==> config.mk <==
export PLATFORM = sky130hd
export DESIGN_NAME = dpll_decision_trail_stack
export DESIGN_NICKNAME = d
export VERILOG_FILES = /design/src/ddts_pkg.sv /design/src/dpll_decision_trail_stack.sv /design/src/ddts_cell.sv
export SDC_FILE = /design/constraint.sdc
export NUM_CORES = 1
export LEC_CHECK = 0
export BUFFER_PORTS_ARGS = -buffer_cell sky130_fd_sc_hd__buf_2
export CORE_MARGIN = 2
export CORE_UTILIZATION = 42
export DETAILED_ROUTE_END_ITERATION = 10
export REMOVE_ABC_BUFFERS = 1
export SETUP_SLACK_MARGIN = 0.3
export SLEW_MARGIN = 20
export SYNTH_ARGS = -nofsm -noshare
export SYNTH_HDL_FRONTEND = slang
export SYNTH_HIERARCHICAL = 1
export SYNTH_SLANG_ARGS = --single-unit
==> constraint.sdc <==
create_clock -name clock -period 11.1 [get_ports clock]
set_clock_uncertainty 0.05 [all_clocks]
set_input_delay 0.555 -clock clock [delete_from_list [all_inputs] [get_ports clock]]
set_output_delay 0.555 -clock clock [all_outputs]
set_load 0.05 [all_outputs]
==> src/ddts_pkg.sv <==
`default_nettype none

package ddts_pkg;

   localparam int VAR_W          = 10;
   localparam int DEF_STACK_DEPTH = 32;

   // item kinds on the request side
   typedef enum logic [1:0] {
      KIND_DECIDE    = 2'd0,
      KIND_BACKTRACK = 2'd1,
      KIND_CLEAR     = 2'd2,
      KIND_NONE      = 2'd3
   } kind_type;

   // event codes on the response side
   typedef enum logic [2:0] {
      EV_ACCEPT   = 3'd0,
      EV_UNASSIGN = 3'd1,
      EV_SUGGEST  = 3'd2,
      EV_UNSAT    = 3'd3,
      EV_OVERFLOW = 3'd4
   } event_type;

   // one trail node
   typedef struct packed {
      logic [VAR_W-1:0] node_var;
      logic             tried_pos;
      logic             tried_neg;
      logic             last_neg;
   } node_type;

   // shift control for one cell
   typedef struct packed {
      logic load_above;
      logic load_below;
   } cell_ctl_type;

endpackage

`default_nettype wire

==> src/dpll_decision_trail_stack.sv <==
`default_nettype none

// Decision trail of a DPLL solver kept as a row of STACK_DEPTH stack cells, top of stack in
// cell 0; a push shifts every node one cell down, a pop shifts them one cell up. A decide or
// clear transfer gives one response. A backtrack transfer gives one response per popped node,
// then an unassign and a suggestion, or unsat, and holds the request side until the last of
// them is issued: the single response register takes one result per cycle while the response
// side does not stall, and each step looks only at the top cell. A stall holds the walk.
// There is no clearing pass after reset; only nodes below the fill count are ever read.
// req_tready follows rsp_tready combinationally while a response waits.
module dpll_decision_trail_stack #(
   parameter int STACK_DEPTH = ddts_pkg::DEF_STACK_DEPTH
) (
   input  wire logic        clock,
   input  wire logic        reset,
   input  wire logic        req_tvalid,
   output logic             req_tready,
   input  wire logic [15:0] req_tdata,   // lit_var [9:0], lit_neg [10], zeros above
   input  wire logic [1:0]  req_tuser,   // kind [1:0]
   output logic             rsp_tvalid,
   input  wire logic        rsp_tready,
   output logic [15:0]      rsp_tdata,   // out_var [9:0], out_neg [10], zeros above
   output logic [2:0]       rsp_tuser,   // event_res [2:0]
   output logic             rsp_tlast
);
   import ddts_pkg::*;

   localparam int DW = $clog2(STACK_DEPTH + 1);

   typedef enum logic [2:0] {
      ST_IDLE = 3'b001,
      ST_WALK = 3'b010,
      ST_SUGG = 3'b100
   } state_type;

   state_type        state_ff, state_in;
   logic [DW-1:0]    depth_ff, depth_in;
   logic             rsp_valid_ff, rsp_valid_in;
   event_type        rsp_event_ff, rsp_event_in;
   logic [VAR_W-1:0] rsp_var_ff, rsp_var_in;
   logic             rsp_neg_ff, rsp_neg_in;
   logic             rsp_last_ff, rsp_last_in;

   node_type         cell_q [STACK_DEPTH];
   cell_ctl_type     cell_ctl [STACK_DEPTH];
   node_type         top_node;
   node_type         new_node;
   logic             do_push, do_pop, do_update;

   logic             out_free;
   logic             req_xfer;
   kind_type         req_kind;
   logic [VAR_W-1:0] req_var;
   logic             req_neg;
   logic             top_match;
   logic             top_done;

   assign req_kind = kind_type'(req_tuser);
   assign req_var  = req_tdata[VAR_W-1:0];
   assign req_neg  = req_tdata[VAR_W];
   assign top_node = cell_q[0];

   assign out_free   = !rsp_valid_ff || rsp_tready;
   assign req_tready = (state_ff == ST_IDLE) && out_free;
   assign req_xfer   = req_tvalid && req_tready;

   // decide updates the top node when it names its variable and the opposite polarity was tried
   assign top_match = (depth_ff != '0) && (top_node.node_var == req_var) &&
                      ((top_node.tried_pos && req_neg) || (top_node.tried_neg && !req_neg));
   assign top_done  = top_node.tried_pos && top_node.tried_neg;

   // sequencer and response register
   always_comb begin
      state_in     = state_ff;
      depth_in     = depth_ff;
      rsp_valid_in = rsp_valid_ff && !rsp_tready;
      rsp_event_in = rsp_event_ff;
      rsp_var_in   = rsp_var_ff;
      rsp_neg_in   = rsp_neg_ff;
      rsp_last_in  = rsp_last_ff;
      do_push      = 1'b0;
      do_pop       = 1'b0;
      do_update    = 1'b0;
      new_node     = '{node_var: req_var, tried_pos: !req_neg, tried_neg: req_neg,
                       last_neg: req_neg};
      case (state_ff)
         ST_IDLE: begin
            if (req_xfer) begin
               case (req_kind)
                  KIND_DECIDE: begin
                     rsp_valid_in = 1'b1;
                     rsp_var_in   = req_var;
                     rsp_neg_in   = req_neg;
                     rsp_last_in  = 1'b1;
                     rsp_event_in = EV_ACCEPT;
                     if (top_match) begin
                        do_update = 1'b1;
                        new_node  = '{node_var: top_node.node_var,
                                      tried_pos: top_node.tried_pos | !req_neg,
                                      tried_neg: top_node.tried_neg | req_neg,
                                      last_neg: req_neg};
                     end else if (depth_ff == DW'(STACK_DEPTH)) begin
                        rsp_event_in = EV_OVERFLOW;
                     end else begin
                        do_push  = 1'b1;
                        depth_in = depth_ff + 1'b1;
                     end
                  end
                  KIND_BACKTRACK: begin
                     state_in = ST_WALK;
                  end
                  KIND_CLEAR: begin
                     depth_in     = '0;
                     rsp_valid_in = 1'b1;
                     rsp_event_in = EV_ACCEPT;
                     rsp_var_in   = '0;
                     rsp_neg_in   = 1'b0;
                     rsp_last_in  = 1'b1;
                  end
                  default: begin
                     // unused kind: no response
                  end
               endcase
            end
         end
         ST_WALK: begin
            if (out_free) begin
               rsp_valid_in = 1'b1;
               rsp_var_in   = top_node.node_var;
               rsp_event_in = EV_UNASSIGN;
               rsp_last_in  = 1'b0;
               if (depth_ff == '0) begin
                  rsp_event_in = EV_UNSAT;
                  rsp_var_in   = '0;
                  rsp_neg_in   = 1'b0;
                  rsp_last_in  = 1'b1;
                  state_in     = ST_IDLE;
               end else if (top_done) begin
                  rsp_neg_in = top_node.last_neg;
                  do_pop     = 1'b1;
                  depth_in   = depth_ff - 1'b1;
               end else begin
                  rsp_neg_in = top_node.tried_neg;
                  state_in   = ST_SUGG;
               end
            end
         end
         ST_SUGG: begin
            if (out_free) begin
               rsp_valid_in = 1'b1;
               rsp_event_in = EV_SUGGEST;
               rsp_var_in   = top_node.node_var;
               rsp_neg_in   = !top_node.tried_neg;
               rsp_last_in  = 1'b1;
               state_in     = ST_IDLE;
            end
         end
         default: begin
            state_in = ST_IDLE;
         end
      endcase
   end

   always_ff @(posedge clock) begin
      if (reset) begin
         state_ff     <= ST_IDLE;
         depth_ff     <= '0;
         rsp_valid_ff <= 1'b0;
      end else begin
         state_ff     <= state_in;
         depth_ff     <= depth_in;
         rsp_valid_ff <= rsp_valid_in;
      end
   end

   always_ff @(posedge clock) begin
      rsp_event_ff <= rsp_event_in;
      rsp_var_ff   <= rsp_var_in;
      rsp_neg_ff   <= rsp_neg_in;
      rsp_last_ff  <= rsp_last_in;
   end

   // row of stack cells
   for (genvar i = 0; i < STACK_DEPTH; i++) begin : g_cell
      node_type above_d;
      node_type below_d;

      if (i == 0) begin : g_top
         assign above_d = new_node;
         assign cell_ctl[i] = '{load_above: do_push | do_update, load_below: do_pop};
      end else begin : g_mid
         assign above_d = cell_q[i-1];
         assign cell_ctl[i] = '{load_above: do_push, load_below: do_pop};
      end

      if (i == STACK_DEPTH - 1) begin : g_bottom
         assign below_d = cell_q[i];
      end else begin : g_inner
         assign below_d = cell_q[i+1];
      end

      ddts_cell u_cell (
         .clock   (clock),
         .ctl     (cell_ctl[i]),
         .above_d (above_d),
         .below_d (below_d),
         .node_q  (cell_q[i])
      );
   end

   // response channel
   assign rsp_tvalid = rsp_valid_ff;
   assign rsp_tdata  = {{(16 - VAR_W - 1){1'b0}}, rsp_neg_ff, rsp_var_ff};
   assign rsp_tuser  = rsp_event_ff;
   assign rsp_tlast  = rsp_last_ff;

endmodule

`default_nettype wire

==> src/ddts_cell.sv <==
`default_nettype none

module ddts_cell (
   input  wire logic                  clock,
   input  wire ddts_pkg::cell_ctl_type ctl,
   input  wire ddts_pkg::node_type    above_d,
   input  wire ddts_pkg::node_type    below_d,
   output ddts_pkg::node_type         node_q
);
   import ddts_pkg::*;

   node_type node_ff;
   node_type node_in;

   // push takes the node from above, pop takes the node from below
   always_comb begin
      node_in = node_ff;
      if (ctl.load_above) begin
         node_in = above_d;
      end else if (ctl.load_below) begin
         node_in = below_d;
      end
   end

   always_ff @(posedge clock) begin
      node_ff <= node_in;
   end

   assign node_q = node_ff;

endmodule

`default_nettype wire

---- After elaboration in Yosys (flattened, before gate mapping) ----
Cells that the tools add are included.
cells by class
  add/sub/neg operators ................... 2
  equal/unequal tests ..................... 19
  multiplexer cells ....................... 125
  bitwise gates (word level) .............. 3
  reduce and logical (&&, ||, !) cells .... 28
operators by type and width
  cell                                               number
  2-to-1 mux 13 bit                                  66
  2-to-1 mux 10 bit                                  4
  2-to-1 mux 6 bit                                   6
  2-to-1 mux 3 bit                                   11
  one-hot mux 10 bit (3 select lines)                1
  2-to-1 mux 1 bit                                   26
  one-hot mux 6 bit (2 select lines)                 2
  one-hot mux 10 bit (2 select lines)                1
  one-hot mux 3 bit (3 select lines)                 2
  AND reduction 5 bit                                3
  != test 2 bit (second input constant)              6
  equality test 10 bit                               1
  != test 3 bit (second input constant)              3
  logical AND 1 bit                                  8
  AND reduction 8 bit                                1
  adder 6 x 1 -> 6 bit (second input constant)       1
  equality test 6 bit (second input constant)        1
  logical NOT 6 bit                                  1
  one-hot mux 1 bit (3 select lines)                 2
  one-hot mux 3 bit (2 select lines)                 1
  nonzero test 2 bit                                 3
  nonzero test 6 bit                                 1
  subtractor 6 x 1 -> 6 bit (second input constant)  1
  != test 5 bit (second input constant)              1
  16 further kinds                                   24
word-level totals
  register bits ........................... 441
  input port bits ......................... 22
  output and inout bits ................... 22
  word-level logic and storage cells ...... 312

---- Logic depth before layout (Yosys ltp) ----
Gate-level depths: netlist of run 1.
  depth in word-level cells ............... 11
  depth in mapped cells ................... 9
  depth with buffers taken out ............ 7

---- Hierarchy ----
The synthesis of run 1 kept the hierarchy.
by module, submodules not included
  module                     instances  cells each  area each (um^2)  sequential area each (um^2)
  ddts_cell                  32         28          554.3             390.4
  dpll_decision_trail_stack  1          176         1650.3            650.6

---- Worst setup path before layout of run 1 ----
OpenSTA, ideal clock, no wires.
  path kind ............................... input port to flip-flop
  start ................................... in req_tuser[1]
  end ..................................... reg g_cell[10].u_cell.node_ff, in the netlist g_cell[10].u_cell/node_q[0], data pin
  library setup time ...................... 0.177 ns
  arrival ................................. 9.349 ns
  required time ........................... 10.873 ns
  setup slack ............................. 1.524 ns
  stages .................................. 6
  buffers on the path ..................... 0
  cells stage by stage .................... nor4b_1 -> nor2b_1 -> and3_1 -> nand2_1 -> nor2_1 -> mux2_2
RTL lines
  element               line                             text
  start, declared       dpll_decision_trail_stack.sv:19  input wire logic [1:0] req_tuser,
  end signal, assigned  ddts_cell.sv:26                  node_ff <= node_in;
  end, declared         ddts_cell.sv:12                  node_type node_ff;

==> results of run 1 <==
critical path: cells and delay by family, from the launching register on:
kind,cells,cell delay (ps)
flops,1,490
buf+inv,4,2460
mux,1,430
simple gates,5,1200
power by group through the flow:
stage / clock network (uW) / logic, uW / registers (uW)
after global placement: 0 / 181 / 1940
after global routing: 1560 / 201 / 1920
after floorplan: 0 / 203 / 1940
after CTS: 1490 / 187 / 1910
after detailed placement: 0 / 186 / 1950
final: 1440 / 185 / 1910
area by class of cell:
class / count / area, um2 / area share (%)
flip-flops and latches: 441 / 13100 / 61.6
clock buffers: 58 / 1220 / 5.71
repair buffers: 39 / 243 / 1.14
well taps: 600 / 751 / 3.52
clock inverters: 26 / 186 / 0.874
multi-input cells: 577 / 5780 / 27.1
inverters: 4 / 15.0 / 0.0704
metal layers:
layer  vias to the layer above  track usage [%]  share of wire [%]
li1                       4262                -                  -
met1                      4624             17.7                 49
met2                       113             20.5                 45
met3                        51             2.77                3.6
met4                         0             4.26                2.4
met5                         -                0                  0
cells by family (layout without fill, tap and decap cells):
| kind of cell | count (synthesis) | after routing | share of synthesized area, % |
|---|---|---|---|
| flops | 441 | 441 | 67.8 |
| mux | 419 | 419 | 24.3 |
| simple gates | 95 | 95 | 2.95 |
| buf+inv | 58 | 127 | 2.57 |
| compound gates | 45 | 45 | 1.71 |
| xor+xnor | 10 | 10 | 0.452 |
| fa+ha+maj | 3 | 3 | 0.194 |
| other cells | 1 | 5 | 0.0193 |
placed cells by master, fill, tap and decap left out, types with 3 or more instances in the layout:
master     instances
mux2i_1            3
mux2_2           416
dfxtp_1           10
inv_1              3
clkbuf_1          11
nor4_1             4
buf_4              4
nor2b_1            5
nor2_1            14
nand3_1            6
o21ai_0            3
clkinv_2           6
clkbuf_16         47
edfxtp_1         431
ha_1               3
a21oi_1           15
conb_1             5
buf_2             33
xor2_1            10
clkinv_1          14
or2_2             33
nand2_1            6
nand2b_1           7
a22o_1            11
state kept, by name, summed over array words and instances, names as in the netlist:
register,cells
depth_ff,6
g_cell.u_cell/node_q,416
rsp_tvalid,1
state_ff,3
rsp_neg_ff,1
rsp_tlast,1
rsp_var_ff,10
rsp_tuser,3
worst paths after layout:
kind / startpoint / end / slack (ps) / cells after the start
worst max-delay path: state_ff[0] / g_cell[30].u_cell/node_q[11] / 6070 / 10
worst min-delay path: reset / depth_ff[0] / 260 / 2
worst max register to register: state_ff[0] / g_cell[30].u_cell/node_q[11] / 6070 / 10
worst min register to register: g_cell[10].u_cell/node_q[4] / g_cell[11].u_cell/node_q[4] / 510 / 1
metrics by stage:
stage	utilization (%)	cell area (um2)	power (uW)	TNS (ps)	setup WS, ps
6_report	46.9	21300	3530	0	6070
5_1_grt	46.9	21300	3680	0	5630
4_1_cts	46.8	21300	3580	0	6080
3_5_place_dp	43.8	19900	2130	0	5960
3_3_place_gp	43.8	19900	2130	0	6010
2_1_floorplan	-	18900	2150	-7896150	-9860
synthesized netlist by cell type (2+ instances only):
master    instances  area share [%]
nor4_1            4            0.13
nor4b_1           2           0.090
nor2b_1           5            0.16
buf_4             6            0.23
o21ai_0           3           0.077
o21a_1            2           0.077
mux2i_1           3            0.15
clkbuf_1         11            0.21
nand2b_1          7            0.23
a32oi_1           2           0.090
a31oi_1           2           0.065
a22o_1           11            0.50
buf_6            34             2.0
nand3_1           6            0.15
mux2_2          416              24
xor2_1           10            0.45
dfxtp_1          10             1.0
edfxtp_1        431              67
nor2_1           16            0.31
a21oi_1          15            0.39
nor3_1            3           0.077
buf_2             2           0.052
ha_1              3            0.19
inv_1             3           0.058
nand2_1           6            0.12
or2_2            33             1.1
==> impl_metrics.csv, run 1 <==
group,metric,value,unit
global_route,grt_pass1_wl,49600,um
drt,via_count,9050,
cts,clk_latency,580,ps
worst_setup_path,arrival,5300,ps
placed_design,io_buffer_count,33,
worst_setup_path,criticalPathCategory,"flip-flop to flip-flop",
logic_synthesis,seq_area_frac_synth,67.8,%
power_and_ir_drop,p_switching,736,uW
floorplanning,io-pin-count,44,
timing,min_period,5030,ps
power_and_ir_drop,p_leak,0.00691,uW
worst_setup_path,critPathRequiredTime,11380,ps
timing,finalHoldViolCount,0,
power_and_ir_drop,power.share.sequential,54.1,%
global_route,grt_max_degree,231,
cts,cts_tree,"built",
worst_setup_path,endpoint_kind,"flip-flop",
logic_synthesis,ys_warn_count,6,
finish,drive_gt1_share,48.9,%
drt,drtIter0Drc,567,
cts,post_cts_buffers,0,
finish,nNetsFinal,1134,
drt,post_drt_wl_per_cell,17.8,um
worst_setup_path,path_cells,"nor4b_1, nor2b_1, and3_1, nand2_1, nor2_4, buf_12, buf_16, buf_4, buf_4, mux2_2",
drt,drt_pre_antenna_iters,6,
worst_setup_path,cp_slowest_cell,"buf_4",
worst_setup_path,start_kind,"flip-flop",
cts,h-tree-depth,2,
cts,cts_hold_buf,0,
power_and_ir_drop,p_int,2800,uW
timing,min_period_over_period,45.3,%
logic_synthesis,synth_edf_count,431,
logic_synthesis,ys.flop_type,"edfxtp_1",
finish,n_antenna_cell,0,
placed_design,hpwlAfterDp,20500,um
cts,ctsLongestPathBuffers,3,
timing,setup_viol,0,
logic_synthesis,synthArstFlopShare,0,%
power_and_ir_drop,p_sw_share,20.8,%
outcome,status,"completed",
worst_hold_path,min_path_type,"primary input to flip-flop",
timing,max-slew-margin-rel,32.6,%
floorplanning,initial_core_util,42.6,%
logic_synthesis,synthDistinctLibCells,52,
power_and_ir_drop,clkPwrFrac,40.7,%
worst_setup_path,crit_path_frequent_cell,"buf_4",
cts,cts_num_sinks,441,
global_route,gr-total-overflow,0,
floorplanning,rows,78,
floorplanning,die_h,219,um
worst_setup_path,slowest_delay,880,ps
placed_design,place_inst,1660,
timing,rsz0062_at_grt,"false",
cts,path_clk_slew,60,ps
logic_synthesis,synth_area_per_cell,18.1,um2
power_and_ir_drop,p_comb_share,5.2,%
timing,holdWs,259,ps
power_and_ir_drop,powerDensity,166,nW/um2
timing,worst-slew-pin-transition,1010,ps
logic_synthesis,netlist_area,19400,um2
drt,ant_nets,0,
cts,root_buffer,"clkbuf_16",
finish,fillers,3935,
timing,maxSlewViolCount,0,
logic_synthesis,ys_ff_latch,441,
worst_setup_path,cp_max_fo,174,
cts,cts_made_buffers,46,
floorplanning,die_area,47900,um2
logic_synthesis,synth_cells,1072,
job,maxCapViolations,0,
finish,stdcell_count,1745,
drt,routed_wl,31000,um
global_route,grt_pass1_vias,9633,
global_route,antenna_found_initial,0,
global_route,grtUsageTotal,12.9,%
cts,post_cts_resized,0,
floorplanning,coreArea,45500,um2
power_and_ir_drop,vdd_ir_drop_max,0.108,mV
timing,max_freq,199,MHz
finish,area_growth_syn_to_layout,10.0,%
placed_design,routabilityCongestion,0.745,
drt,via_per_inst,5.19,
drt,drc,0,
floorplanning,fp.dieW,219,um
Power figures use the tool's default switching activity.
==> run 2: changes to the inputs <==
- ABC_AREA: unset -> 1
- clock period: 11.1 -> 4.8 ns (I/O delays scaled with it)
==> impl_metrics.csv, run 2 <==
group,metric,value,unit
outcome,status,"completed",
finish,regArea,13100,um2
worst_setup_path,reg2reg_setup_slack,1410,ps
global_route,grtUsageTotal,16.2,%
timing,worst-slew-pin-transition,817,ps
logic_synthesis,ys_ff_latch,441,
finish,area_growth_syn_to_layout,10.0,%
worst_setup_path,slowest_delay,720,ps
worst_setup_path,start_kind,"flip-flop",
cts,post_cts_buffers,0,
floorplanning,die_area,49200,um2
worst_setup_path,criticalPathCategory,"flip-flop to flip-flop",
floorplanning,initial_core_util,42.7,%
drt,via_count,13700,
power_and_ir_drop,powerDensity,499,nW/um2
finish,layout_commonest_cell,"nand2_1",
cts,cts_made_buffers,48,
job,maxCapViolations,0,
placed_design,io_buffer_count,33,
worst_setup_path,path_cells,"nor2_1, nand2_2, nor3_1, nand3_1, nor2_4, buf_4, inv_2, nand2_1, nand2_1",
placed_design,dp_slack,1410,ps
floorplanning,fp.dieW,222,um
worst_setup_path,arrival,3670,ps
finish,fillers,4393,
placed_design,placed_area,20300,um2
logic_synthesis,ys.flop_type,"edfxtp_1",
timing,max_freq,295,MHz
logic_synthesis,ys_warn_count,6,
logic_synthesis,netlist_area,19900,um2
logic_synthesis,synth_top_area_share,65.0,%
global_route,antenna_found_initial,1,
placed_design,routabilityCongestion,0.876,
timing,min_period,3390,ps
timing,setup_viol,0,
cts,post_cts_resized,0,
drt,drc,0,
logic_synthesis,synthDistinctLibCells,31,
timing,max-slew-margin-rel,45.4,%
cts,ctsLongestPathBuffers,3,
timing,min_period_over_period,70.6,%
worst_setup_path,endpoint_kind,"flip-flop",
global_route,grt_max_degree,74,
cts,root_buffer,"clkbuf_16",
finish,nNetsFinal,2121,
finish,most-common-layout-cells,"1,315 x nand2_1, 431 x edfxtp_1, 49 x clkbuf_16, 39 x inv_1, 34 x inv_2",
placed_design,hpwlAfterDp,27800,um
logic_synthesis,synth_cells,2064,
logic_synthesis,synth_edf_count,431,
finish,multi_input_area,5810,um2
worst_setup_path,critPathRequiredTime,5080,ps
drt,via_per_inst,4.98,
power_and_ir_drop,p_leak,0.00938,uW
drt,routed_wl,40200,um
drt,ant_nets,0,
timing,layout_setup_ws,1410,ps
logic_synthesis,ys_top_cells_by_area,"edfxtp_1 65%, nand2_1 25%, buf_6 1.8%",
cts,clk_latency,580,ps
global_route,grt_pass1_vias,14000,
cts,h-tree-depth,2,
timing,maxSlewViolCount,0,
logic_synthesis,yosysTopAreaCell,"edfxtp_1",
floorplanning,coreArea,46700,um2
finish,n_antenna_cell,0,
global_route,gr-total-overflow,0,
power_and_ir_drop,vdd_ir_drop_max,0.306,mV
worst_hold_path,min_path_type,"primary input to flip-flop",
floorplanning,io-pin-count,44,
finish,largest_reg_flops,416,
cts,cts_num_sinks,441,
worst_setup_path,crit_path_frequent_cell,"nand2_1",
logic_synthesis,yosysMostFrequentCell,"nand2_1",
drt,drt_pre_antenna_iters,5,
logic_synthesis,synth_area_per_cell,9.64,um2
finish,drive_gt1_share,8.72,%
logic_synthesis,seq_area_frac_synth,66.0,%
finish,postLayoutCellArea,21900,um2
logic_synthesis,synth_common_cells,"1,315 x nand2_1, 431 x edfxtp_1, 39 x buf_4, 39 x inv_1, 34 x inv_2",
cts,path_clk_slew,60,ps
timing,finalHoldViolCount,0,
timing,rsz0062_at_grt,"false",
floorplanning,rows,79,
floorplanning,die_h,222,um
worst_setup_path,cp_slowest_cell,"buf_4",
worst_setup_path,cp_max_fo,73,
logic_synthesis,synthArstFlopShare,0,%
drt,drtIter0Drc,1086,
cts,cts_tree,"built",
global_route,grt_pass1_wl,67100,um
cts,cts_hold_buf,13,
drt,post_drt_wl_per_cell,14.7,um
## run 2: layout make-up
type                    count  area share [%]
clock buffers              58            5.75
clock inverters            28            1.04
inverters                  73            1.25
multi-input cells        1471            26.6
flip-flops and latches    441            60.0
well taps                 607            3.47
repair buffers             61            1.92
## run 2: path summary, 6_finish.rpt
check	from	to	cells past startpoint
setup / recovery	state_ff[1]	g_cell[23].u_cell/node_q[1]	9
hold / removal	req_tuser[1]	state_ff[2]	4
setup reg to reg	state_ff[1]	g_cell[23].u_cell/node_q[1]	9
hold reg to reg	g_cell[6].u_cell/node_q[0]	g_cell[5].u_cell/node_q[0]	2
## run 2: cells by family after synthesis
| group | Yosys count | share of synthesized area, % |
|---|---|---|
| AND/OR/NAND/NOR | 1425 | 27.7 |
| flip-flops | 441 | 66.0 |
| buffers and inverters | 156 | 4.90 |
| AO/OA/AOI/OAI | 33 | 0.924 |
| XOR/XNOR | 5 | 0.220 |
| adder cells (fa/ha/maj) | 3 | 0.189 |
| other | 1 | 0.0188 |
## run 2: power by group
part           total [uW]  internal, uW  switching, uW
sequential           5260          5000            258
clock                3540          2070           1470
combinational        2130           564           1570
total               10900          7630           3300
## run 2: per-stage QoR
step	total power [uW]	TNS (ps)	utilization, %	cells	hold WS (ps)
floorplan	7240	-9959100	-	1985	259
CTS	11000	0	46.9	2739	13.3
global route	11500	0	46.9	2739	83.8
detailed placement	7460	0	43.5	2640	419
global placement	7380	0	43.5	2639	420
finish	10900	0	46.9	2739	60.2
## run 2: critical path: cells and delay by family, from the launching register on
kind | cells | cell delay (ps)
buffers and inverters | 2 | 1000
DFF | 1 | 350
and+or+nand+nor | 7 | 1690
## run 2: layer usage
metal | up-vias | wire length (um) | track usage (%)
met5 | - | 0 | 0
met4 | 0 | 817 | 4.84
met3 | 59 | 1380 | 2.25
met2 | 235 | 18100 | 25.9
met1 | 6657 | 19900 | 23.2
li1 | 6700 | - | -
==> run 3: changes to the inputs <==
- ABC_AREA: 1 -> 0
- clock period: 4.8 -> 2.9 ns (I/O delays scaled with it)
==> impl_metrics.csv, run 3 (synthesized netlist as in run 1, its figures left out) <==
group,metric,value,unit
timing,min_period,2560,ps
floorplanning,die_area,47900,um2
worst_setup_path,criticalPathCategory,"flip-flop to flip-flop",
floorplanning,die_h,219,um
worst_hold_path,worstHoldEndpoint,"state_ff[1]",
floorplanning,coreArea,45500,um2
worst_hold_path,hold_start,"req_tuser[1]",
cts,ctsLongestPathBuffers,3,
worst_setup_path,cp_max_fo,18,
drt,routed_wl,34200,um
worst_setup_path,rr_endpoint,"g_cell[13].u_cell/node_q[3]",
timing,rsz0062_at_grt,"true",
finish,drive_gt1_share,50.4,%
cts,path_clk_slew,60,ps
cts,clk_latency,560,ps
timing,max-slew-margin-rel,56.6,%
worst_setup_path,r2r-start,"depth_ff[0]",
drt,drtIter0Drc,692,
cts,cts_made_buffers,47,
cts,h-tree-depth,2,
cts,cts_tree,"built",
power_and_ir_drop,power,13800,uW
worst_setup_path,cp_top_family,"buffers and inverters",
worst_setup_path,endpoint_kind,"flip-flop",
global_route,grtUsageTotal,14.2,%
worst_setup_path,reg2reg_depth,10,
worst_setup_path,critPathRequiredTime,3160,ps
worst_setup_path,timing.critical_path.buf_inv,5,
finish,fillers,3845,
drt,via_per_inst,5.08,
timing,max_freq,391,MHz
finish,n_antenna_cell,0,
worst_setup_path,cp_slowest_cell,"dfxtp_1",
worst_setup_path,reg2reg_setup_slack,340,ps
finish,largest_reg_flops,416,
finish,area_growth_syn_to_layout,14.2,%
timing,maxSlewViolCount,0,
cts,root_buffer,"clkbuf_16",
outcome,status,"completed",
finish,post-route-util,48.7,%
power_and_ir_drop,vdd_ir_drop_max,0.360,mV
drt,post_drt_wl_per_cell,19.0,um
drt,drc,0,
finish,nNetsFinal,1189,
placed_design,routabilityCongestion,0.794,
placed_design,io_buffer_count,33,
floorplanning,io-pin-count,44,
timing,holdWs,87.4,ps
finish,multi_input_area,5860,um2
power_and_ir_drop,powerDensity,623,nW/um2
drt,ant_nets,0,
timing,min_period_over_period,88.1,%
floorplanning,rows,78,
job,maxCapViolations,0,
timing,final.setup.tns,0,ps
worst_setup_path,start_kind,"flip-flop",
finish,most-common-layout-cells,"431 x edfxtp_1, 416 x mux2_2, 54 x clkbuf_16, 33 x buf_2, 25 x buf_4",
global_route,gr-total-overflow,0,
worst_setup_path,slowest_delay,450,ps
floorplanning,initial_core_util,42.6,%
finish,layout_commonest_cell,"edfxtp_1",
finish,regArea,13100,um2
timing,setup_viol,0,
worst_setup_path,path_cells,"inv_1, ha_1, nand3b_2, and4_4, nor2_4, buf_4, clkbuf_16, buf_4, clkbuf_16, mux2_2",
global_route,antenna_found_initial,0,
timing,worst-slew-pin-transition,649,ps
drt,drt_pre_antenna_iters,5,
drt,via_count,9130,
cts,cts_num_sinks,441,
power_and_ir_drop,p_leak,0.00726,uW
global_route,grt_max_degree,54,
worst_hold_path,hold_depth,4,
global_route,grt_pass1_vias,9198,
worst_setup_path,arrival,2820,ps
global_route,grt_pass1_wl,53400,um
timing,finalHoldViolCount,0,
worst_hold_path,min_path_type,"primary input to flip-flop",
placed_design,hpwlAfterDp,23300,um
floorplanning,fp.dieW,219,um
[run 3: cell types whose count changed in the layout (fill, tap and decap cells not counted), sizes merged, moves of 8 or more]
cell / change
mux2: +416
nand2: -1311
nor2: -19
xor2: +8
nand3: -22
buf: +25
a22o: +11
inv: -71
[run 3: final cells by class]
type                            instances  area share, %
Sequential cell                       441           59.3
Tap cell                              600           3.39
Clock buffer                           60           5.72
Timing Repair Buffer                   93           4.21
Clock inverter                         21          0.797
Inverter                                4         0.0678
Multi-Input combinational cell        577           26.5
[run 3: how the worst max path moves through the flow]
stage                     start                            to  cells after the start
detailed placement  state_ff[2]   g_cell[18].u_cell/node_q[8]                      9
CTS                 state_ff[2]   g_cell[18].u_cell/node_q[6]                      9
global route        state_ff[1]   g_cell[10].u_cell/node_q[1]                     10
global placement    state_ff[2]  g_cell[25].u_cell/node_q[11]                      8
floorplan           state_ff[0]   g_cell[10].u_cell/node_q[0]                      6
finish              depth_ff[0]   g_cell[13].u_cell/node_q[3]                     10
[run 3: metal layers]
layer | vias to the layer above | part of all wire (%) | wire, um | global-route usage, %
met5 | - | 0 | 0 | 0
met4 | 0 | 1.8 | 602 | 3.78
met3 | 48 | 3.3 | 1140 | 2.98
met2 | 132 | 45 | 15300 | 21.8
met1 | 4550 | 50 | 17100 | 20.6
li1 | 4400 | - | - | -
[run 3: report_power, final]
group	switching [uW]	leakage, uW	internal [uW]
Clock	2350	0.000697	3330
Combinational	390	0.00253	409
Sequential	107	0.00403	7220
Total	2840	0.00726	11000
[run 3: metrics by stage]
step	cell area [um2]	worst slack, ps	cells
finish	22100	344	1796
global route	22100	239	1796
CTS	21900	284	1785
detailed placement	20300	235	1689
global placement	20300	208	1689
floorplan	18900	-17950	1022
[run 3: what timing repair did]
action	in CTS	in global routing
setup buffers	0	6
endpoints found under the hold margin	35	0
endpoints found under the setup margin	453	693
hold buffers	15	0
gates cloned	0	5
resized for setup	10	25
[run 3: worst reg2reg max path: cells and delay by family (launching register included)]
kind	cells	cell delay [ps]
multiplexers	1	280
adder cells (fa/ha/maj)	1	240
buffers and inverters	5	740
flip-flops	1	450
AND/OR/NAND/NOR	3	550
